### config.mk
export PLATFORM = sky130hd
export DESIGN_NAME = resistive_touch_point_filter_core
export DESIGN_NICKNAME = d
export VERILOG_FILES = /design/src/hw/rtl/rtpf_pkg.sv /design/src/hw/rtl/rtpf_div.sv /design/src/hw/rtl/resistive_touch_point_filter_core.sv
export SDC_FILE = /design/constraint.sdc
export NUM_CORES = 1
export LEC_CHECK = 0
export BUFFER_PORTS_ARGS = -buffer_cell sky130_fd_sc_hd__buf_2
export CELL_PAD_IN_SITES_DETAIL_PLACEMENT = 1
export CELL_PAD_IN_SITES_GLOBAL_PLACEMENT = 1
export CORE_ASPECT_RATIO = 0.8
export CORE_MARGIN = 3
export CORE_UTILIZATION = 43
export DETAILED_ROUTE_END_ITERATION = 16
export GPL_ROUTABILITY_DRIVEN = 0
export PLACE_DENSITY_LB_ADDON = 0.1
export REMOVE_ABC_BUFFERS = 1
export SYNTH_ARGS = -nofsm -noshare
export SYNTH_HDL_FRONTEND = slang
export SYNTH_SLANG_ARGS = --single-unit
### constraint.sdc
create_clock -name clock -period 15.75 [get_ports clock]
set_input_delay 2.3625 -clock clock [delete_from_list [all_inputs] [get_ports clock]]
set_output_delay 2.3625 -clock clock [all_outputs]
set_load 0.01 [all_outputs]
### src/hw/rtl/rtpf_pkg.sv
// Shared types, widths and codes of the resistive touch point filter.
`default_nettype none
package rtpf_pkg;

   localparam int SAMPLE_W  = 12;
   localparam int COORD_W   = 9;
   localparam int JUMP_W    = 10;
   localparam int CSR_IDX_W = 3;
   localparam int DIV_NUM_W = 32;
   localparam int DIV_DEN_W = 24;
   localparam int DIV_CNT_W = 5;
   localparam int MUL_A_W   = 20;

   localparam int DEF_SCREEN_SHORT = 240;
   localparam int DEF_SCREEN_LONG  = 320;

   // Pressure scale: 4096 * 100 folded into one integer factor.
   localparam logic [MUL_A_W-1:0] PRESS_SCALE = 20'd409600;
   localparam logic [SAMPLE_W-1:0] PRESS_MAX  = 12'hFFF;

   localparam logic [CSR_IDX_W-1:0] CSR_RAW_X_LOW  = 3'd0;
   localparam logic [CSR_IDX_W-1:0] CSR_RAW_X_HIGH = 3'd1;
   localparam logic [CSR_IDX_W-1:0] CSR_RAW_Y_LOW  = 3'd2;
   localparam logic [CSR_IDX_W-1:0] CSR_RAW_Y_HIGH = 3'd3;
   localparam logic [CSR_IDX_W-1:0] CSR_MIN_PRESS  = 3'd4;
   localparam logic [CSR_IDX_W-1:0] CSR_MAX_JUMP   = 3'd5;
   localparam logic [CSR_IDX_W-1:0] CSR_ROTATION   = 3'd6;

   localparam logic [1:0] ST_OK       = 2'd0;
   localparam logic [1:0] ST_RELEASED = 2'd1;
   localparam logic [1:0] ST_LIGHT    = 2'd2;
   localparam logic [1:0] ST_JUMP     = 2'd3;

   typedef struct packed {
      logic                 start;
      logic [DIV_NUM_W-1:0] num;
      logic [DIV_DEN_W-1:0] den;
   } div_req_type;

   typedef struct packed {
      logic                 busy;
      logic                 done;
      logic [DIV_NUM_W-1:0] quot;
   } div_rsp_type;

endpackage
`default_nettype wire

### src/hw/rtl/rtpf_div.sv
// Restoring divider, one quotient bit per cycle.
`default_nettype none
module rtpf_div
   import rtpf_pkg::*;
(
   input  wire logic        clock,
   input  wire logic        reset,
   input  wire div_req_type div_req,
   output div_rsp_type      div_rsp
);

   logic                 busy_ff, busy_in;
   logic                 done_ff, done_in;
   logic [DIV_CNT_W-1:0] cnt_ff, cnt_in;
   logic [DIV_DEN_W-1:0] rem_ff, rem_in;
   logic [DIV_DEN_W-1:0] den_ff, den_in;
   logic [DIV_NUM_W-1:0] quo_ff, quo_in;
   logic [DIV_DEN_W:0]   trial;
   logic [DIV_DEN_W:0]   diff;

   always_comb begin
      busy_in = busy_ff;
      done_in = 1'b0;
      cnt_in  = cnt_ff;
      rem_in  = rem_ff;
      den_in  = den_ff;
      quo_in  = quo_ff;
      trial   = {rem_ff, quo_ff[DIV_NUM_W-1]};
      diff    = trial - {1'b0, den_ff};
      if (div_req.start && !busy_ff) begin
         busy_in = 1'b1;
         cnt_in  = '0;
         rem_in  = '0;
         den_in  = div_req.den;
         quo_in  = div_req.num;
      end else if (busy_ff) begin
         // shift in the next numerator bit, subtract when it fits
         if (!diff[DIV_DEN_W]) begin
            rem_in = diff[DIV_DEN_W-1:0];
            quo_in = {quo_ff[DIV_NUM_W-2:0], 1'b1};
         end else begin
            rem_in = trial[DIV_DEN_W-1:0];
            quo_in = {quo_ff[DIV_NUM_W-2:0], 1'b0};
         end
         cnt_in = cnt_ff + 1'b1;
         if (cnt_ff == DIV_CNT_W'(DIV_NUM_W - 1)) begin
            busy_in = 1'b0;
            done_in = 1'b1;
         end
      end
   end

   always_ff @(posedge clock) begin
      if (reset) begin
         busy_ff <= 1'b0;
         done_ff <= 1'b0;
         cnt_ff  <= '0;
      end else begin
         busy_ff <= busy_in;
         done_ff <= done_in;
         cnt_ff  <= cnt_in;
      end
      rem_ff <= rem_in;
      den_ff <= den_in;
      quo_ff <= quo_in;
   end

   assign div_rsp.busy = busy_ff;
   assign div_rsp.done = done_ff;
   assign div_rsp.quot = quo_ff;

   a_done_after_busy: assert property (@(posedge clock) disable iff (reset)
      done_ff |-> $past(busy_ff))
      else $error("divider done without a running division");
   a_done_pulse: assert property (@(posedge clock) disable iff (reset)
      done_ff |=> !done_ff)
      else $error("divider done held longer than one cycle");
   a_start_idle: assert property (@(posedge clock) disable iff (reset)
      div_req.start |-> !busy_ff)
      else $error("division started while divider busy");

endmodule
`default_nettype wire

### src/hw/rtl/resistive_touch_point_filter_core.sv
// Top level of the resistive touch point filter: sequencer, state and ports.
//
//   channel  dir   handshake            payload
//   req      in    req_tvalid/tready    tdata: 8 samples, Z1, Z2; tuser: pen levels
//   rsp      out   rsp_tvalid/tready    tdata: x, y, pressure; tuser: valid, status
//   csr      in    csr_valid/csr_ready  csr_index, csr_data
//
// A fully pressed item runs three divisions on the shared divider, one for the pressure
// and one for each axis, between its transfer and the load of the result register;
// a pressure settled without division, or a flat or reversed axis, skips its division.
// A released or too-light item skips the axis mapping and rotation and goes to the last step.
// Reset is synchronous; it restores register defaults and clears filter state.
// req_tready is high only while idle; the last step holds until the result register is free.
`default_nettype none
module resistive_touch_point_filter_core
   import rtpf_pkg::*;
#(
   parameter int SCREEN_SHORT = DEF_SCREEN_SHORT,
   parameter int SCREEN_LONG  = DEF_SCREEN_LONG
) (
   input  wire logic                 clock,
   input  wire logic                 reset,
   input  wire logic                 req_tvalid,
   output logic                      req_tready,
   // x_sample_a..d, y_sample_a..d, pressure_z_one, pressure_z_two (12 bits each)
   input  wire logic [119:0]         req_tdata,
   // pen_down_before, pen_down_after
   input  wire logic [1:0]           req_tuser,
   output logic                      rsp_tvalid,
   input  wire logic                 rsp_tready,
   // screen_x (9), screen_y (9), pressure_level (12), zero pad (2)
   output logic [31:0]               rsp_tdata,
   // point_valid (1), status_code (2)
   output logic [2:0]                rsp_tuser,
   input  wire logic                 csr_valid,
   output logic                      csr_ready,
   input  wire logic [CSR_IDX_W-1:0] csr_index,
   input  wire logic [SAMPLE_W-1:0]  csr_data
);

   localparam logic [COORD_W-1:0] W_MAX = COORD_W'(SCREEN_SHORT - 1);
   localparam logic [COORD_W-1:0] H_MAX = COORD_W'(SCREEN_LONG - 1);

   typedef enum logic [3:0] {
      S_IDLE, S_PRESS, S_PMUL_NUM, S_PMUL_DEN, S_PDIV, S_PWAIT, S_DECIDE,
      S_MAP_MUL, S_MAP_DIV, S_MAP_WAIT, S_MAP_NEXT, S_ROTATE, S_FINAL
   } state_type;

   state_type state_ff, state_in;

   // configuration
   logic [SAMPLE_W-1:0] raw_x_low_ff, raw_x_high_ff, raw_y_low_ff, raw_y_high_ff;
   logic [SAMPLE_W-1:0] min_press_ff;
   logic [JUMP_W-1:0]   max_jump_ff;
   logic [1:0]          rotation_ff;

   // filter state
   logic [COORD_W-1:0]  prev_x_ff, prev_x_in, prev_y_ff, prev_y_in;
   logic                have_prev_ff, have_prev_in;
   logic [1:0]          streak_ff, streak_in;
   logic [SAMPLE_W-1:0] last_press_ff, last_press_in;

   // item working registers
   logic [SAMPLE_W-1:0]  xavg_ff, xavg_in, yavg_ff, yavg_in;
   logic [SAMPLE_W-1:0]  z1_ff, z1_in, z2_ff, z2_in;
   logic                 pdb_ff, pdb_in, pda_ff, pda_in;
   logic                 axis_ff, axis_in;
   logic [DIV_NUM_W-1:0] num_ff, num_in;
   logic [DIV_DEN_W-1:0] den_ff, den_in;
   logic [COORD_W-1:0]   sxm_ff, sxm_in, sym_ff, sym_in;
   logic [COORD_W-1:0]   px_ff, px_in, py_ff, py_in;
   logic [1:0]           status_ff, status_in;

   // result register
   logic                 rsp_valid_ff, rsp_valid_in;
   logic [31:0]          rsp_data_ff, rsp_data_in;
   logic [2:0]           rsp_user_ff, rsp_user_in;

   div_req_type div_req;
   div_rsp_type div_rsp;

   logic [SAMPLE_W+1:0]  sum_x, sum_y;
   logic [MUL_A_W-1:0]   mul_a;
   logic [SAMPLE_W-1:0]  mul_b;
   logic [DIV_NUM_W-1:0] mul_p;
   logic [SAMPLE_W-1:0]  map_v, map_lo, map_hi, map_c;
   logic [COORD_W-1:0]   map_span, map_res;
   logic                 map_res_ok;
   logic [COORD_W-1:0]   sx;
   logic [COORD_W:0]     dx, dy;
   logic [COORD_W+1:0]   move_len;
   logic                 jumped, out_free, acc_ok;

   rtpf_div u_div (
      .clock   (clock),
      .reset   (reset),
      .div_req (div_req),
      .div_rsp (div_rsp)
   );

   assign req_tready = (state_ff == S_IDLE);
   assign csr_ready  = 1'b1;
   assign rsp_tvalid = rsp_valid_ff;
   assign rsp_tdata  = rsp_data_ff;
   assign rsp_tuser  = rsp_user_ff;
   assign out_free   = !rsp_valid_ff || rsp_tready;

   assign sum_x = 14'(req_tdata[11:0]) + 14'(req_tdata[23:12])
                + 14'(req_tdata[35:24]) + 14'(req_tdata[47:36]);
   assign sum_y = 14'(req_tdata[59:48]) + 14'(req_tdata[71:60])
                + 14'(req_tdata[83:72]) + 14'(req_tdata[95:84]);

   assign mul_p = DIV_NUM_W'(mul_a * mul_b);

   // axis map operands: Y onto the short axis first, then X onto the long one
   always_comb begin
      map_v    = axis_ff ? xavg_ff : yavg_ff;
      map_lo   = axis_ff ? raw_x_low_ff : raw_y_low_ff;
      map_hi   = axis_ff ? raw_x_high_ff : raw_y_high_ff;
      map_span = axis_ff ? H_MAX : W_MAX;
      if (map_v < map_lo) begin
         map_c = map_lo;
      end else if (map_v > map_hi) begin
         map_c = map_hi;
      end else begin
         map_c = map_v;
      end
   end

   assign sx   = W_MAX - sxm_ff;
   assign dx   = (px_ff >= prev_x_ff) ? (COORD_W+1)'(px_ff - prev_x_ff)
                                      : (COORD_W+1)'(prev_x_ff - px_ff);
   assign dy   = (py_ff >= prev_y_ff) ? (COORD_W+1)'(py_ff - prev_y_ff)
                                      : (COORD_W+1)'(prev_y_ff - py_ff);
   assign move_len = (COORD_W+2)'(dx) + (COORD_W+2)'(dy);
   assign jumped = (max_jump_ff != '0) && have_prev_ff
                && (move_len > (COORD_W+2)'(max_jump_ff));

   always_comb begin
      state_in      = state_ff;
      prev_x_in     = prev_x_ff;
      prev_y_in     = prev_y_ff;
      have_prev_in  = have_prev_ff;
      streak_in     = streak_ff;
      last_press_in = last_press_ff;
      xavg_in       = xavg_ff;
      yavg_in       = yavg_ff;
      z1_in         = z1_ff;
      z2_in         = z2_ff;
      pdb_in        = pdb_ff;
      pda_in        = pda_ff;
      axis_in       = axis_ff;
      num_in        = num_ff;
      den_in        = den_ff;
      sxm_in        = sxm_ff;
      sym_in        = sym_ff;
      px_in         = px_ff;
      py_in         = py_ff;
      status_in     = status_ff;
      rsp_valid_in  = rsp_valid_ff && !rsp_tready;
      rsp_data_in   = rsp_data_ff;
      rsp_user_in   = rsp_user_ff;
      mul_a         = '0;
      mul_b         = '0;
      map_res       = '0;
      map_res_ok    = 1'b0;
      acc_ok        = 1'b0;
      div_req.start = 1'b0;
      div_req.num   = num_ff;
      div_req.den   = den_ff;

      case (state_ff)
         S_IDLE: begin
            if (req_tvalid) begin
               xavg_in  = sum_x[SAMPLE_W+1:2];
               yavg_in  = sum_y[SAMPLE_W+1:2];
               z1_in    = req_tdata[107:96];
               z2_in    = req_tdata[119:108];
               pdb_in   = req_tuser[0];
               pda_in   = req_tuser[1];
               state_in = S_PRESS;
            end
         end
         S_PRESS: begin
            if (!pdb_ff) begin
               state_in = S_DECIDE;
            end else if (z1_ff == '0 || xavg_ff == '0) begin
               last_press_in = '0;
               state_in      = S_DECIDE;
            end else if (z2_ff <= z1_ff) begin
               last_press_in = PRESS_MAX;
               state_in      = S_DECIDE;
            end else begin
               state_in = S_PMUL_NUM;
            end
         end
         S_PMUL_NUM: begin
            mul_a    = PRESS_SCALE;
            mul_b    = z1_ff;
            num_in   = mul_p;
            state_in = S_PMUL_DEN;
         end
         S_PMUL_DEN: begin
            mul_a    = MUL_A_W'(xavg_ff);
            mul_b    = z2_ff - z1_ff;
            den_in   = mul_p[DIV_DEN_W-1:0];
            state_in = S_PDIV;
         end
         S_PDIV: begin
            div_req.start = 1'b1;
            state_in      = S_PWAIT;
         end
         S_PWAIT: begin
            if (div_rsp.done) begin
               // saturate the quotient at full scale
               last_press_in = (|div_rsp.quot[DIV_NUM_W-1:SAMPLE_W])
                             ? PRESS_MAX : div_rsp.quot[SAMPLE_W-1:0];
               state_in      = S_DECIDE;
            end
         end
         S_DECIDE: begin
            axis_in = 1'b0;
            if (!pdb_ff || !pda_ff) begin
               status_in    = ST_RELEASED;
               have_prev_in = 1'b0;
               streak_in    = '0;
               state_in     = S_FINAL;
            end else if (min_press_ff != '0 && last_press_ff < min_press_ff) begin
               status_in = ST_LIGHT;
               state_in  = S_FINAL;
            end else begin
               status_in = ST_OK;
               state_in  = S_MAP_MUL;
            end
         end
         S_MAP_MUL: begin
            if (map_hi == map_lo) begin
               map_res_ok = 1'b1;
               state_in   = S_MAP_NEXT;
            end else if (map_lo > map_hi) begin
               // clamp leaves only the two ends of the axis
               map_res    = (map_v < map_lo) ? '0 : map_span;
               map_res_ok = 1'b1;
               state_in   = S_MAP_NEXT;
            end else begin
               mul_a    = MUL_A_W'(map_c - map_lo);
               mul_b    = SAMPLE_W'(map_span);
               num_in   = mul_p;
               den_in   = DIV_DEN_W'(map_hi - map_lo);
               state_in = S_MAP_DIV;
            end
         end
         S_MAP_DIV: begin
            div_req.start = 1'b1;
            state_in      = S_MAP_WAIT;
         end
         S_MAP_WAIT: begin
            if (div_rsp.done) begin
               map_res    = div_rsp.quot[COORD_W-1:0];
               map_res_ok = 1'b1;
               state_in   = S_MAP_NEXT;
            end
         end
         S_MAP_NEXT: begin
            if (!axis_ff) begin
               axis_in  = 1'b1;
               state_in = S_MAP_MUL;
            end else begin
               state_in = S_ROTATE;
            end
         end
         S_ROTATE: begin
            case (rotation_ff)
               2'd0: begin
                  px_in = sx;
                  py_in = sym_ff;
               end
               2'd1: begin
                  px_in = sym_ff;
                  py_in = W_MAX - sx;
               end
               2'd2: begin
                  px_in = W_MAX - sx;
                  py_in = H_MAX - sym_ff;
               end
               default: begin
                  px_in = H_MAX - sym_ff;
                  py_in = sx;
               end
            endcase
            state_in = S_FINAL;
         end
         S_FINAL: begin
            if (out_free) begin
               if (status_ff == ST_OK) begin
                  if (jumped && (streak_ff + 2'd1) != 2'd3) begin
                     streak_in = streak_ff + 2'd1;
                  end else begin
                     acc_ok       = 1'b1;
                     streak_in    = '0;
                     prev_x_in    = px_ff;
                     prev_y_in    = py_ff;
                     have_prev_in = 1'b1;
                  end
               end
               rsp_valid_in = 1'b1;
               rsp_user_in  = {acc_ok ? ST_OK
                                      : ((status_ff == ST_OK) ? ST_JUMP : status_ff),
                               acc_ok};
               rsp_data_in  = {2'b00, last_press_ff,
                               acc_ok ? py_ff : {COORD_W{1'b0}},
                               acc_ok ? px_ff : {COORD_W{1'b0}}};
               state_in     = S_IDLE;
            end
         end
         default: begin
            state_in = S_IDLE;
         end
      endcase

      if (map_res_ok) begin
         if (axis_ff) begin
            sym_in = map_res;
         end else begin
            sxm_in = map_res;
         end
      end
   end

   always_ff @(posedge clock) begin
      if (reset) begin
         state_ff      <= S_IDLE;
         raw_x_low_ff  <= 12'd200;
         raw_x_high_ff <= 12'd3900;
         raw_y_low_ff  <= 12'd200;
         raw_y_high_ff <= 12'd3900;
         min_press_ff  <= '0;
         max_jump_ff   <= '0;
         rotation_ff   <= '0;
         prev_x_ff     <= '0;
         prev_y_ff     <= '0;
         have_prev_ff  <= 1'b0;
         streak_ff     <= '0;
         last_press_ff <= '0;
         rsp_valid_ff  <= 1'b0;
      end else begin
         state_ff      <= state_in;
         prev_x_ff     <= prev_x_in;
         prev_y_ff     <= prev_y_in;
         have_prev_ff  <= have_prev_in;
         streak_ff     <= streak_in;
         last_press_ff <= last_press_in;
         rsp_valid_ff  <= rsp_valid_in;
         if (csr_valid) begin
            case (csr_index)
               CSR_RAW_X_LOW:  raw_x_low_ff  <= csr_data;
               CSR_RAW_X_HIGH: raw_x_high_ff <= csr_data;
               CSR_RAW_Y_LOW:  raw_y_low_ff  <= csr_data;
               CSR_RAW_Y_HIGH: raw_y_high_ff <= csr_data;
               CSR_MIN_PRESS:  min_press_ff  <= csr_data;
               CSR_MAX_JUMP:   max_jump_ff   <= csr_data[JUMP_W-1:0];
               CSR_ROTATION:   rotation_ff   <= csr_data[1:0];
               default: ;
            endcase
         end
      end
      xavg_ff     <= xavg_in;
      yavg_ff     <= yavg_in;
      z1_ff       <= z1_in;
      z2_ff       <= z2_in;
      pdb_ff      <= pdb_in;
      pda_ff      <= pda_in;
      axis_ff     <= axis_in;
      num_ff      <= num_in;
      den_ff      <= den_in;
      sxm_ff      <= sxm_in;
      sym_ff      <= sym_in;
      px_ff       <= px_in;
      py_ff       <= py_in;
      status_ff   <= status_in;
      rsp_data_ff <= rsp_data_in;
      rsp_user_ff <= rsp_user_in;
   end

   a_streak_below_three: assert property (@(posedge clock) disable iff (reset)
      streak_ff != 2'd3)
      else $error("jump streak reached three without passing the point");
   a_valid_status_ok: assert property (@(posedge clock) disable iff (reset)
      rsp_valid_ff && rsp_user_ff[0] |-> rsp_user_ff[2:1] == ST_OK)
      else $error("accepted point carries a reject status");
   a_reject_zero_coords: assert property (@(posedge clock) disable iff (reset)
      rsp_valid_ff && !rsp_user_ff[0] |-> rsp_data_ff[2*COORD_W-1:0] == '0)
      else $error("rejected point carries coordinates");
   a_accept_sets_prev: assert property (@(posedge clock) disable iff (reset)
      state_ff == S_FINAL && out_free && acc_ok |=> have_prev_ff)
      else $error("accepted point not stored as previous point");

endmodule
`default_nettype wire

* Word-level counts from Yosys, hierarchy flattened
Index checks and enable logic that the tools add are counted.
** Word-level totals
- Bits in registers :: 375
- Input bits :: 142
- Output and inout port bits :: 38
- Logic and storage cells :: 232
** Cells by class
- $add $sub $neg :: 20
- Multipliers :: 1
- $lt $le $gt $ge :: 8
- Equality and inequality tests :: 34
- Muxes and demuxes :: 78
- Bitwise gates (word level) :: 3
- Reduce and logical (&&, ||, !) cells :: 50
** Operators with widths (count)
- 32-bit two-way mux :: 4
- 12-bit two-way mux :: 10
- 24-bit two-way mux :: 3
- 32-bit one-hot mux with 2 select lines :: 1
- 9-bit two-way mux :: 7
- 20-bit one-hot mux with 3 select lines :: 1
- 9-bit one-hot mux with 3 select lines :: 2
- 4-bit one-hot mux with 13 select lines :: 1
- 24-bit one-hot mux with 2 select lines :: 1
- 20-bit two-way mux :: 2
- 9-bit by 9-bit subtractor with 10-bit output :: 4
- 12-bit one-hot mux with 3 select lines :: 1
- 20-bit by 12-bit multiplier with 32-bit output :: 1
- 13-bit by 12-bit adder with 14-bit output :: 2
- 14-bit by 12-bit adder with 14-bit output :: 2
- 4-bit two-way mux :: 7
- 12-bit by 12-bit adder with 13-bit output :: 2
- 12-bit by 12-bit subtractor with 13-bit output :: 2
- 25-bit by 24-bit subtractor with 25-bit output :: 1
- 12-bit > comparator :: 2
- 12-bit zero test :: 2
- 12-bit < comparator :: 2
- 12-bit one-hot mux with 2 select lines :: 1
- 2-bit AND reduction :: 11
- other kinds (46) :: 122

* Depth between registers and ports, before layout
Gate-level depths: netlist (run 1).
- Word-level depth :: 12
- Gate-level depth with buffers :: 50
- Gate-level depth less buffers :: 47

* Cells and area by module
A second synthesis (run 1) with hierarchy kept.
** Second synthesis, totals
- Cell total of the unflattened synthesis :: 3154
- Area, all modules :: 30550.6 µm²
** By module, submodules not included
- resistive_touch_point_filter_core :: instances 1, cells each 2712, area each 25784.7 µm², sequential area each 7547.2 µm²
- rtpf_div :: instances 1, cells each 442, area each 4765.8 µm², sequential area each 2302.2 µm²

* Least setup slack after synthesis (run 1)
Ideal clock, no wire load.
- Kind :: register to register
- From :: register axis_ff
- To :: register num_ff[31] (data pin)
- Setup time :: 0.260 ns
- Arrival time :: 10.187 ns
- Data required time :: 15.490 ns
- Slack :: 5.304 ns
- Cell stages (with the launch flop) :: 48
- Path buffers :: 4
- Clock period less this slack :: 10.446 ns
- Cells stage by stage :: edfxtp_1 > buf_2 > buf_1 > mux2i_1 > ha_1 > a21o_1 > a21o_1 > a21oi_1 > nor2b_1 > o21ai_0 > nand2_1 > o22ai_1 > buf_2 > mux2i_1 > ha_1 > inv_1 > fa_1 > a21o_1 > [12 not listed] > fa_1 > inv_1 > fa_1 > fa_1 > inv_1 > fa_1 > inv_1 > ha_1 > a21o_1 > a21o_1 > a21oi_1 > o21ai_0 > a21oi_1 > o21ai_0 > a211oi_1 > o21bai_1 > a21oi_1 > xnor2_1
** Between the ends
- Word-level cells in the longest chain between the ends :: 12
- Elaborated cells on any way between the ends :: 21
- Those cells by class :: 1 x add/sub; 1 x mul; 3 x order compare; 1 x eq/ne; 15 x mux
** Ends and longest elaborated chain
- start, declared :: RTL line resistive_touch_point_filter_core.sv:67 : logic axis_ff, axis_in;
- start signal, assigned :: RTL line resistive_touch_point_filter_core.sv:373 : axis_ff <= axis_in;
- 12-bit two-way mux (on tied branches) :: RTL line resistive_touch_point_filter_core.sv:117, resistive_touch_point_filter_core.sv:119
- 12-bit > comparator :: RTL line resistive_touch_point_filter_core.sv:123 : end else if (map_v > map_hi) begin
- 12-bit two-way mux :: RTL line resistive_touch_point_filter_core.sv:123
- 12-bit two-way mux :: RTL line resistive_touch_point_filter_core.sv:121 : if (map_v < map_lo) begin
- 12-bit by 12-bit subtractor with 13-bit output :: RTL line resistive_touch_point_filter_core.sv:246 : mul_a = MUL_A_W'(map_c - map_lo);
- 20-bit two-way mux :: RTL line resistive_touch_point_filter_core.sv:240 : end else if (map_lo > map_hi) begin
- 20-bit two-way mux :: RTL line resistive_touch_point_filter_core.sv:237 : if (map_hi == map_lo) begin
- 20-bit one-hot mux with 3 select lines :: RTL line resistive_touch_point_filter_core.sv:172 : case (state_ff)
- 20-bit by 12-bit multiplier with 32-bit output * :: RTL line resistive_touch_point_filter_core.sv:113 : assign mul_p = DIV_NUM_W'(mul_a * mul_b);
- named net mul_p[31] :: RTL line resistive_touch_point_filter_core.sv:85 : logic [DIV_NUM_W-1:0] mul_p;
- 32-bit two-way mux :: RTL line resistive_touch_point_filter_core.sv:240
- 32-bit two-way mux :: RTL line resistive_touch_point_filter_core.sv:237
- 32-bit one-hot mux with 2 select lines * :: RTL line resistive_touch_point_filter_core.sv:172
- end signal, assigned :: RTL line resistive_touch_point_filter_core.sv:374 : num_ff <= num_in;
- end, declared :: RTL line resistive_touch_point_filter_core.sv:68 : logic [DIV_NUM_W-1:0] num_ff, num_in;
Mark *: on every way through the listed nets, which the timed path passes. The rest lies on a longest branch. The select of a mux whose other input is x is not followed.
A chain may end at the register's enable or synchronous reset.

* Worst setup path in the final report (run 1)
Ends and elaborated chain as after synthesis.

==> metrics.md, run 1 <==
| Metric | Value |
|---|---|
| Outcome | `finished clean` |
| Relative slew slack | `0.159` |
| Dpl hpwl | `67600 um` |
| Largest cells by area after synthesis | `edfxtp_1 24%, fa_1 16%, ha_1 10%` |
| Max FO, Critical Path | `46` |
| FFs w/ async S/R, synth | `0` |
| Max-slew violation count | `0` |
| First-pass GRT wire length | `136000 um` |
| First drt pass iteration count | `5` |
| Seq cells post-synth | `375` |
| Finished Core Util | `0.488` |
| Synth top area share | `0.237` |
| Routed len/inst | `20.9 um` |
| Final min period | `11370 ps` |
| Fin crit share | `0.722` |
| Startpoint Class | `flip-flop` |
| Die span in x | `300 um` |
| Critical path arrival | `11710 ps` |
| Global router's overall resource usage | `0.239` |
| Hold Path Class | `reg2reg` |
| DIE HEIGHT | `241 um` |
| Avg Cell Area, Syn | `10.0 um^2` |
| Final Hold Fails | `0` |
| Hold Path Origin | `den_ff[16]` |
| P_leak | `0.0148 uW` |
| Slowest cell on crit path | `fa_1` |
| Final WL | `85000 um` |
| Crit path capture type | `flip-flop` |
| TritonCTS clock tree | `yes` |
| TritonCTS buffer count | `43` |
| Syn Inst Count | `2969` |
| Buffers added on ports | `176` |
| Vias in the first global route | `24141` |
| Initial antenna violation count | `0` |
| # hold bufs at CTS | `0` |
| Starting density of the core | `0.438` |
| Total number of vias | `21962` |
| Tot Pwr | `3850 uW` |
| NumNets Final | `3749` |
| CP delay by family, top | `compound AO/OA/AOI/OAI gates` |
| Post-CTS Setup Repair Bufs | `0` |
| Post-Layout Cell Count | `4075` |
| Pwr dens | `116 nW/um^2` |
| Synth Flop Type | `edfxtp_1` |
| Commonest cells after routing, fill and taps aside | `403 x inv_1, 328 x nand2_1, 247 x ha_1, 234 x edfxtp_1, 233 x fa_1` |
| Max-cap viol count | `0` |
| CP dominant cell by count | `fa_1` |
| Die area | `72300 um^2` |
| Clock latency at the later pin of the worst-skew pair | `590 ps` |
| Initial drt markers | `1179` |
| Antenna diodes | `0` |
| CTS resizes | `0` |
| Clock Sinks | `375` |
| Worst Max-Slew Pin Slew | `1260 ps` |
| Drc violations | `0` |
| Core Box Area | `67900 um^2` |
| FF-to-FF setup slack | `4380 ps` |
| Synthesized area | `29700 um^2` |
| Vias per inst | `5.39` |
| Reg clk slew, reported paths | `60 ps` |
| Fin Setup TNS | `0 ps` |
| Top Ports | `180` |
| Crit path from | `axis_ff` |
| Worst Skew | `14.5 ps` |
| Clk buf depth | `3` |
| Layout cells sized above 1 | `0.127` |
| WP buf/inv | `6` |
| Root buf cell | `clkbuf_16` |
| Worst IR Drop VDD | `101 uV` |
| Crit-path max cell delay | `580 ps` |
| H-tree Lvls | `2` |
| Yosys warns | `0` |
| RSZ-0062 raised after global routing | `no` |
| Largest net degree at the start of global routing | `92` |
| Critical path class | `reg2reg` |
| Gr ovfl total | `0` |
| Antenna Nets Post-Route | `0` |
| Placed insts | `3995` |
| R2r startpoint | `axis_ff` |
| EDFF count, synth | `234` |
| F_max | `88.0 MHz` |
| Top cell type by total area after synthesis | `edfxtp_1` |
| Core Rows | `85` |
| Cell variety after synth | `88` |
| Layout overhead on the synthesized area | `11.5%` |
| Post-synthesis sequential area ratio | `0.332` |
| Crit path required time | `16090 ps` |
| Commonest non-fill, non-tap cell in the layout | `inv_1` |
| Final Setup Violations | `0` |
Yosys cell counts (all sizes together), types with 15 or more instances:
library cell,instances
nor2,125
nand2b,31
clkbuf,75
ha,247
and2,30
a31oi,15
nor3,30
buf,34
xnor2,97
o21ai,102
mux2i,81
nand3,32
nand3b,26
dfxtp,141
and3,40
nand4,19
xor2,34
edfxtp,234
fa,233
a21o,78
a22o,29
a21oi,183
nor2b,47
mux2,80
o21bai,17
inv,405
nand2,328
o21a,20
nor4,17
flip-flops by register name, indices dropped and copies added, names as in the netlist, 24 cells and up:
name,flops
num_ff,32
u_div.quo_ff,32
rsp_tdata,30
den_ff,24
u_div.den_ff,24
u_div.rem_ff,24
per-layer routing:
metal / part of all wire / routed length (um) / global-route usage
met1: 0.47 / 40200 / 0.331
met3: 0.040 / 3420 / 0.0308
met2: 0.46 / 39100 / 0.396
met4: 0.026 / 2220 / 0.0637
met5: 0 / 0 / 0
cell families after synthesis:
| family | count (synthesis) | share of synthesized area |
|---|---|---|
| and+or+nand+nor | 759 | 0.122 |
| AOI/OAI and AO/OA | 547 | 0.121 |
| buffers and inverters | 514 | 0.0671 |
| adders and majority gates | 480 | 0.261 |
| DFF | 375 | 0.332 |
| muxes | 161 | 0.0576 |
| xor gates and xnor gates | 131 | 0.0389 |
| other | 2 | 0.000253 |
worst paths after layout:
| path | endpoint | cells past startpoint |
|---|---|---|
| setup / recovery | num_ff[31] | 44 |
| hold reg to reg | u_div.den_ff[16] | 0 |
| hold / removal | u_div.den_ff[16] | 0 |
| setup reg to reg | num_ff[31] | 44 |
through the flow:
step	hold slack (ps)	worst slack, ps	instance area [um^2]
3_5_place_dp	411	4450	31600
5_1_grt	433	3530	33100
3_3_place_gp	412	4950	31600
4_1_cts	425	4420	33100
2_1_floorplan	400	4580	29300
6_report	420	4380	33100
layout make-up:
class / instances / area [um^2]
tap: 913 / 1140
inverter: 405 / 1520
fill: 7679 / 34700
clock buffer: 59 / 1230
timing repair buffer: 208 / 1120
multi-input combinational: 2094 / 18000
clock inverter: 21 / 287
sequential: 375 / 9850
power breakdown:
part	total [uW]	internal [uW]	switching, uW	leakage, uW
Combinational	1370	551	815	0.0108
Sequential	1420	1270	145	0.00327
Clock	1070	622	445	0.000739
Total	3850	2450	1400	0.0148
No activity file was read; power rests on OpenSTA's default activity.
==> run 2, diff against run 1 <==
==> constraint.sdc (replaced) <==
create_clock -name clock -period 10.7 [get_ports clock]
set_input_delay 1.605 -clock clock [delete_from_list [all_inputs] [get_ports clock]]
set_output_delay 1.605 -clock clock [all_outputs]
set_load 0.01 [all_outputs]
==> run 2 against run 1 <==
Compared with the run above: worst setup slack worse by 3700 ps; fmax increased by 13%; register-to-register slack worse by 3700 ps; combinational power grew 51%; non-clock buffer count rose by 32; global-route usage hardly changed; critical path depth fell by 5.
==> metrics.md, run 2 (synthesis results as in run 1) <==
| Metric | Value |
|---|---|
| Pwr dens | `170 nW/um^2 (was 116 nW/um^2)` |
| Initial antenna violation count | `2 (was 0)` |
| Core Box Area | `67900 um^2 (unchanged)` |
| Dpl cell area | `31800 um^2 (was 31600 um^2)` |
| Clk buf depth | `3 (unchanged)` |
| CP dominant cell by count | `fa_1 (unchanged)` |
| H-tree Lvls | `2 (unchanged)` |
| Final Setup Violations | `0 (unchanged)` |
| Max FO, Critical Path | `13 (was 46)` |
| Outcome | `finished clean (unchanged)` |
| Relative slew slack | `0.217 (was 0.159)` |
| Reg clk slew, reported paths | `60 ps (about the same)` |
| Dpl hpwl | `68300 um (was 67600 um)` |
| RSZ-0062 raised after global routing | `no (unchanged)` |
| Total number of vias | `22275 (was 21962)` |
| P_leak | `0.0149 uW (was 0.0148 uW)` |
| First drt pass iteration count | `5 (unchanged)` |
| Post-Layout Cell Count | `4107 (was 4075)` |
| TritonCTS buffer count | `43 (unchanged)` |
| Reg2reg end | `num_ff[30] (was num_ff[31])` |
| Root buf cell | `clkbuf_16 (unchanged)` |
| Antenna Nets Post-Route | `0 (unchanged)` |
| Worst IR Drop VDD | `140 uV (was 101 uV)` |
| Commonest cells after routing, fill and taps aside | `403 x inv_1, 326 x nand2_1, 246 x ha_1, 234 x edfxtp_1, 233 x fa_1 (was 403 x inv_1, 328 x nand2_1, 247 x ha_1, 234 x edfxtp_1, 233 x fa_1)` |
| Clock latency at the later pin of the worst-skew pair | `600 ps (was 590 ps)` |
| Placed insts | `4021 (was 3995)` |
| Worst Skew | `38.9 ps (was 14.5 ps)` |
| Vias in the first global route | `24074 (was 24141)` |
| Crit-path max cell delay | `620 ps (was 580 ps)` |
| Max-slew violation count | `0 (unchanged)` |
| Worst Max-Slew Pin Slew | `1170 ps (was 1260 ps)` |
| Slowest cell on crit path | `fa_1 (unchanged)` |
| Crit path required time | `11050 ps (was 16090 ps)` |
| Critical Path End | `num_ff[30] (was num_ff[31])` |
| Layout overhead on the synthesized area | `12.4% (was 11.5%)` |
| Fin crit share | `0.939 (was 0.722)` |
| Global router's overall resource usage | `0.239 (about the same)` |
| F_max | `99.6 MHz (was 88.0 MHz)` |
| Final min period | `10040 ps (was 11370 ps)` |
| Max-cap viol count | `0 (unchanged)` |
| Core Rows | `85 (unchanged)` |
| Commonest non-fill, non-tap cell in the layout | `inv_1 (unchanged)` |
| Buffers added on ports | `176 (unchanged)` |
| NumNets Final | `3781 (was 3749)` |
| Initial drt markers | `1391 (was 1179)` |
| FF-to-FF setup slack | `660 ps (was 4380 ps)` |
| Gr ovfl total | `0 (unchanged)` |
| Die span in x | `300 um (unchanged)` |
| Layout cells sized above 1 | `0.137 (was 0.127)` |
| Drc violations | `0 (unchanged)` |
| Final WL | `85900 um (was 85000 um)` |
| First-pass GRT wire length | `135000 um (was 136000 um)` |
| Top Ports | `180 (unchanged)` |
| Antenna diodes | `0 (unchanged)` |
| Crit path from | `axis_ff (unchanged)` |
| Largest net degree at the start of global routing | `77 (was 92)` |
| R2r startpoint | `axis_ff (unchanged)` |
| Critical path class | `reg2reg (unchanged)` |
| Die area | `72300 um^2 (unchanged)` |
| Clock Sinks | `375 (unchanged)` |
| Worst Reg2Reg Path Length in Cells | `39 (was 44)` |
| Hold Path Class | `reg2reg (unchanged)` |
| Finished Cell Area | `33400 um^2 (was 33100 um^2)` |
| Critical path arrival | `10390 ps (was 11710 ps)` |
| Starting density of the core | `0.438 (unchanged)` |
| Routed len/inst | `20.9 um (about the same)` |
| Vias per inst | `5.42 (was 5.39)` |
| TritonCTS clock tree | `yes (unchanged)` |
| DIE HEIGHT | `241 um (unchanged)` |
| Crit path capture type | `flip-flop (unchanged)` |
| Tot Pwr | `5690 uW (was 3850 uW)` |
| Final Hold Fails | `0 (unchanged)` |
| Startpoint Class | `flip-flop (unchanged)` |
run 2: cell types whose count changed in the layout (fill, tap and decap cells not counted), moves of 3 or more:
cell	delta
buf_4	+27
clkbuf_8	-6
clkbuf_1	+4
clkinv_1	+3
run 2: metrics by stage:
stage	util	setup slack [ps]	hold slack [ps]	setup TNS [ps]
finish	0.492	656	419	0
global route	0.492	26.4	432	0
CTS	0.490	225	421	0
detailed placement	0.469	266	407	0
global placement	0.469	622	406	0
floorplan	-	-467	400	-2120
run 2: critical path, delay by kind of cell, from the launching register on:
kind / cells / cell delay (ps)
compound gates: 19 / 3600
xor+xnor: 2 / 350
flops: 1 / 490
buf+inv: 5 / 600
mux: 1 / 440
simple gates: 4 / 590
fa+ha+maj: 8 / 3690
run 2: per-layer routing:
metal / global-route usage / vias to the layer above / wire length [um]
met5: 0 / - / 13
met4: 0.0728 / 2 / 2540
met3: 0.0296 / 131 / 3540
met2: 0.398 / 388 / 39900
met1: 0.328 / 11313 / 40000
li1: - / 10441 / -
run 2: area by class of cell:
cell class | count | area (um^2)
clock inverter | 23 | 310
sequential | 375 | 9850
fill | 7679 | 34500
tap | 913 | 1140
inverter | 405 | 1520
clock buffer | 57 | 1160
timing repair buffer | 240 | 1420
multi-input combinational | 2094 | 18000
run 2: worst min path at each step:
| stage | from | to | slack [ps] | cells past startpoint |
|---|---|---|---|---|
| final | den_ff[1] | u_div.den_ff[1] | 420 | 0 |
| after floorplan | den_ff[0] | u_div.den_ff[0] | 400 | 0 |
| after global routing | den_ff[2] | u_div.den_ff[2] | 430 | 0 |
| after global placement | den_ff[16] | u_div.den_ff[16] | 410 | 0 |
| after CTS | den_ff[16] | u_div.den_ff[16] | 420 | 0 |
| after detailed placement | den_ff[16] | u_div.den_ff[16] | 410 | 0 |
run 2: what timing repair did:
item | CTS | global route
setup endpoints to repair | 0 | 18
hold buffers | 0 | 0
resized for setup | 0 | 16
setup buffers | 0 | 4
hold endpoints to repair | 0 | 0
run 2: report_power, final:
group	total [uW]	switching [uW]	internal, uW
sequential	2080	208	1880
combinational	2070	1230	840
clock	1540	639	897
total	5690	2080	3610
==> run 3, diff against run 2 <==
--- a/config.mk
+++ b/config.mk
@@ -5,14 +5,13 @@
 export SDC_FILE = /design/constraint.sdc
 export NUM_CORES = 1
 export LEC_CHECK = 0
-export BUFFER_PORTS_ARGS = -buffer_cell sky130_fd_sc_hd__buf_2
 export CELL_PAD_IN_SITES_DETAIL_PLACEMENT = 1
 export CELL_PAD_IN_SITES_GLOBAL_PLACEMENT = 1
 export CORE_ASPECT_RATIO = 0.8
 export CORE_MARGIN = 3
 export CORE_UTILIZATION = 43
 export DETAILED_ROUTE_END_ITERATION = 16
-export GPL_ROUTABILITY_DRIVEN = 0
+export DONT_BUFFER_PORTS = 1
 export PLACE_DENSITY_LB_ADDON = 0.1
 export REMOVE_ABC_BUFFERS = 1
 export SYNTH_ARGS = -nofsm -noshare
==> run 3 against run 2 <==
Compared with the run above: sequential cell count unchanged; count of clock-buffer cells in the layout fell by 3; final cell count shrank 4.4%; fmax down 1.4%; global-route usage shrank 0.12 points; die area unchanged; first-iteration DRC count is 17% lower; clock skew shrank 18 ps; worst hold slack improved by 4.8 ps; sequential share of layout area increased by 0.83 points; non-clock buffer count shrank 180; highest routed layer is now met4.
==> metrics.md, run 3 (synthesis results as in run 1) <==
| Metric | Value |
|---|---|
| Outcome | `finished clean (unchanged)` |
| Largest net degree at the start of global routing | `106 (was 77)` |
| Clk buf depth | `3 (unchanged)` |
| Max-slew violation count | `0 (unchanged)` |
| Finished Core Util | `0.479 (was 0.492)` |
| Die span in x | `300 um (unchanged)` |
| Initial drt markers | `1157 (was 1391)` |
| Hold Path Origin | `den_ff[11] (was den_ff[1])` |
| Layout overhead on the synthesized area | `9.36% (was 12.4%)` |
| Crit-path max cell delay | `570 ps (was 620 ps)` |
| Fin crit share | `0.952 (was 0.939)` |
| Root buf cell | `clkbuf_16 (unchanged)` |
| Final Hold Fails | `0 (unchanged)` |
| Post-Layout Cell Count | `3925 (was 4107)` |
| Final Setup Violations | `0 (unchanged)` |
| H-tree Lvls | `2 (unchanged)` |
| Commonest non-fill, non-tap cell in the layout | `inv_1 (unchanged)` |
| TritonCTS buffer count | `42 (was 43)` |
| Clock Sinks | `375 (unchanged)` |
| Core Rows | `85 (unchanged)` |
| Slowest cell on crit path | `fa_2 (was fa_1)` |
| Relative slew slack | `0.153 (was 0.217)` |
| Global router's overall resource usage | `0.238 (was 0.239)` |
| Initial antenna violation count | `0 (was 2)` |
| NumNets Final | `3600 (was 3781)` |
| R2r startpoint | `axis_ff (unchanged)` |
| Total number of vias | `21396 (was 22275)` |
| Critical path arrival | `10530 ps (was 10390 ps)` |
| Clock latency at the later pin of the worst-skew pair | `600 ps (about the same)` |
| DIE HEIGHT | `241 um (unchanged)` |
| # hold bufs at CTS | `0 (unchanged)` |
| Core Box Area | `67900 um^2 (unchanged)` |
| Reg clk slew, reported paths | `60 ps (about the same)` |
| First-pass GRT wire length | `133000 um (was 135000 um)` |
| Hold slack | `424 ps (was 419 ps)` |
| F_max | `98.1 MHz (was 99.6 MHz)` |
| Dpl hpwl | `68600 um (was 68300 um)` |
| Placed insts | `3837 (was 4021)` |
| Final Wtd Congestion | `0.929` |
| Max-cap viol count | `0 (unchanged)` |
| Top Ports | `180 (unchanged)` |
| Vias in the first global route | `22849 (was 24074)` |
| Routed len/inst | `21.9 um (was 20.9 um)` |
| Crit path from | `axis_ff (unchanged)` |
| Final WL | `86100 um (was 85900 um)` |
| First drt pass iteration count | `4 (was 5)` |
| Startpoint Class | `flip-flop (unchanged)` |
| Commonest cells after routing, fill and taps aside | `403 x inv_1, 327 x nand2_1, 245 x ha_1, 234 x edfxtp_1, 232 x fa_1 (was 403 x inv_1, 326 x nand2_1, 246 x ha_1, 234 x edfxtp_1, 233 x fa_1)` |
| TritonCTS clock tree | `yes (unchanged)` |
| Fin Setup TNS | `0 ps (unchanged)` |
| P_leak | `0.0142 uW (was 0.0149 uW)` |
| Drc violations | `0 (unchanged)` |
| Worst Skew | `21.0 ps (was 38.9 ps)` |
| Worst Max-Slew Pin Slew | `1260 ps (was 1170 ps)` |
| Pwr dens | `174 nW/um^2 (was 170 nW/um^2)` |
| Final min period | `10190 ps (was 10040 ps)` |
| Crit path capture type | `flip-flop (unchanged)` |
| Vias per inst | `5.45 (was 5.42)` |
| Gr ovfl total | `0 (unchanged)` |
| Hold Path Class | `reg2reg (unchanged)` |
| Crit path required time | `11040 ps (was 11050 ps)` |
| Buffers added on ports | `0 (was 176)` |
| Tot Pwr | `5650 uW (was 5690 uW)` |
| Worst IR Drop VDD | `161 uV (was 140 uV)` |
| Die area | `72300 um^2 (unchanged)` |
| Antenna diodes | `0 (unchanged)` |
| Max FO, Critical Path | `11 (was 13)` |
| Starting density of the core | `0.438 (unchanged)` |
| Critical path class | `reg2reg (unchanged)` |
| Antenna Nets Post-Route | `0 (unchanged)` |
| Layout cells sized above 1 | `0.0870 (was 0.137)` |
==> run 3: cell types whose count changed in the layout (fill, tap and decap cells not counted), moves of 2 or more <==
cell | before | now
clkbuf_8 | 3 | 5
clkbuf_1 | 11 | 6
o21ai_0 | 95 | 93
buf_2 | 175 | 0
buf_4 | 60 | 57
buf_6 | 2 | 0
==> run 3: repair_timing <==
item,CTS,global route
setup endpoints to repair,0,22
resized for setup,0,17
setup buffers,0,8
endpoints found under the hold margin,0,0
==> run 3: per-layer routing <==
metal / share of wire / GRT usage / vias up
met5: 0 / 0 / -
met4: 0.032 / 0.0750 / 0
met3: 0.037 / 0.0317 / 126
met2: 0.46 / 0.386 / 378
met1: 0.47 / 0.331 / 10800
li1: - / - / 10092
==> run 3: worst max-delay path: cells and delay by family (launching register included) <==
kind | cells | cell delay (ps)
xor gates and xnor gates | 1 | 90
DFF | 1 | 450
AOI/OAI and AO/OA | 20 | 3290
buffers and inverters | 9 | 1190
adders and majority gates | 8 | 3600
muxes | 2 | 540
and+or+nand+nor | 6 | 760
==> run 3: per-stage QoR <==
step                instance area [um^2]  setup WS [ps]
global route                       32500          -31.5
floorplan                          29300           -467
CTS                                32300           15.6
finish                             32500            511
global placement                   30800            413
detailed placement                 30800           73.9
==> run 3: power by group <==
part / switching [uW] / internal, uW / total [uW]
Sequential: 200 / 1880 / 2080
Combinational: 1210 / 817 / 2030
Clock: 655 / 884 / 1540
==> run 3: area by class of cell <==
type                            count  area [um^2]
Clock inverter                     24          309
Timing Repair Buffer               60          498
Multi-Input combinational cell   2094        18000
Tap cell                          913         1140
Clock buffer                       54         1170
Sequential cell                   375         9850
Inverter                          405         1520
Fill cell                        7595        35400
==> run 3: path summary, 6_finish.rpt <==
path,endpoint,slack (ps),cells past startpoint
worst min-delay path,u_div.den_ff[11],420,0
worst max-delay path,num_ff[30],510,46
worst min register to register,u_div.den_ff[11],420,0
worst max register to register,num_ff[30],510,46
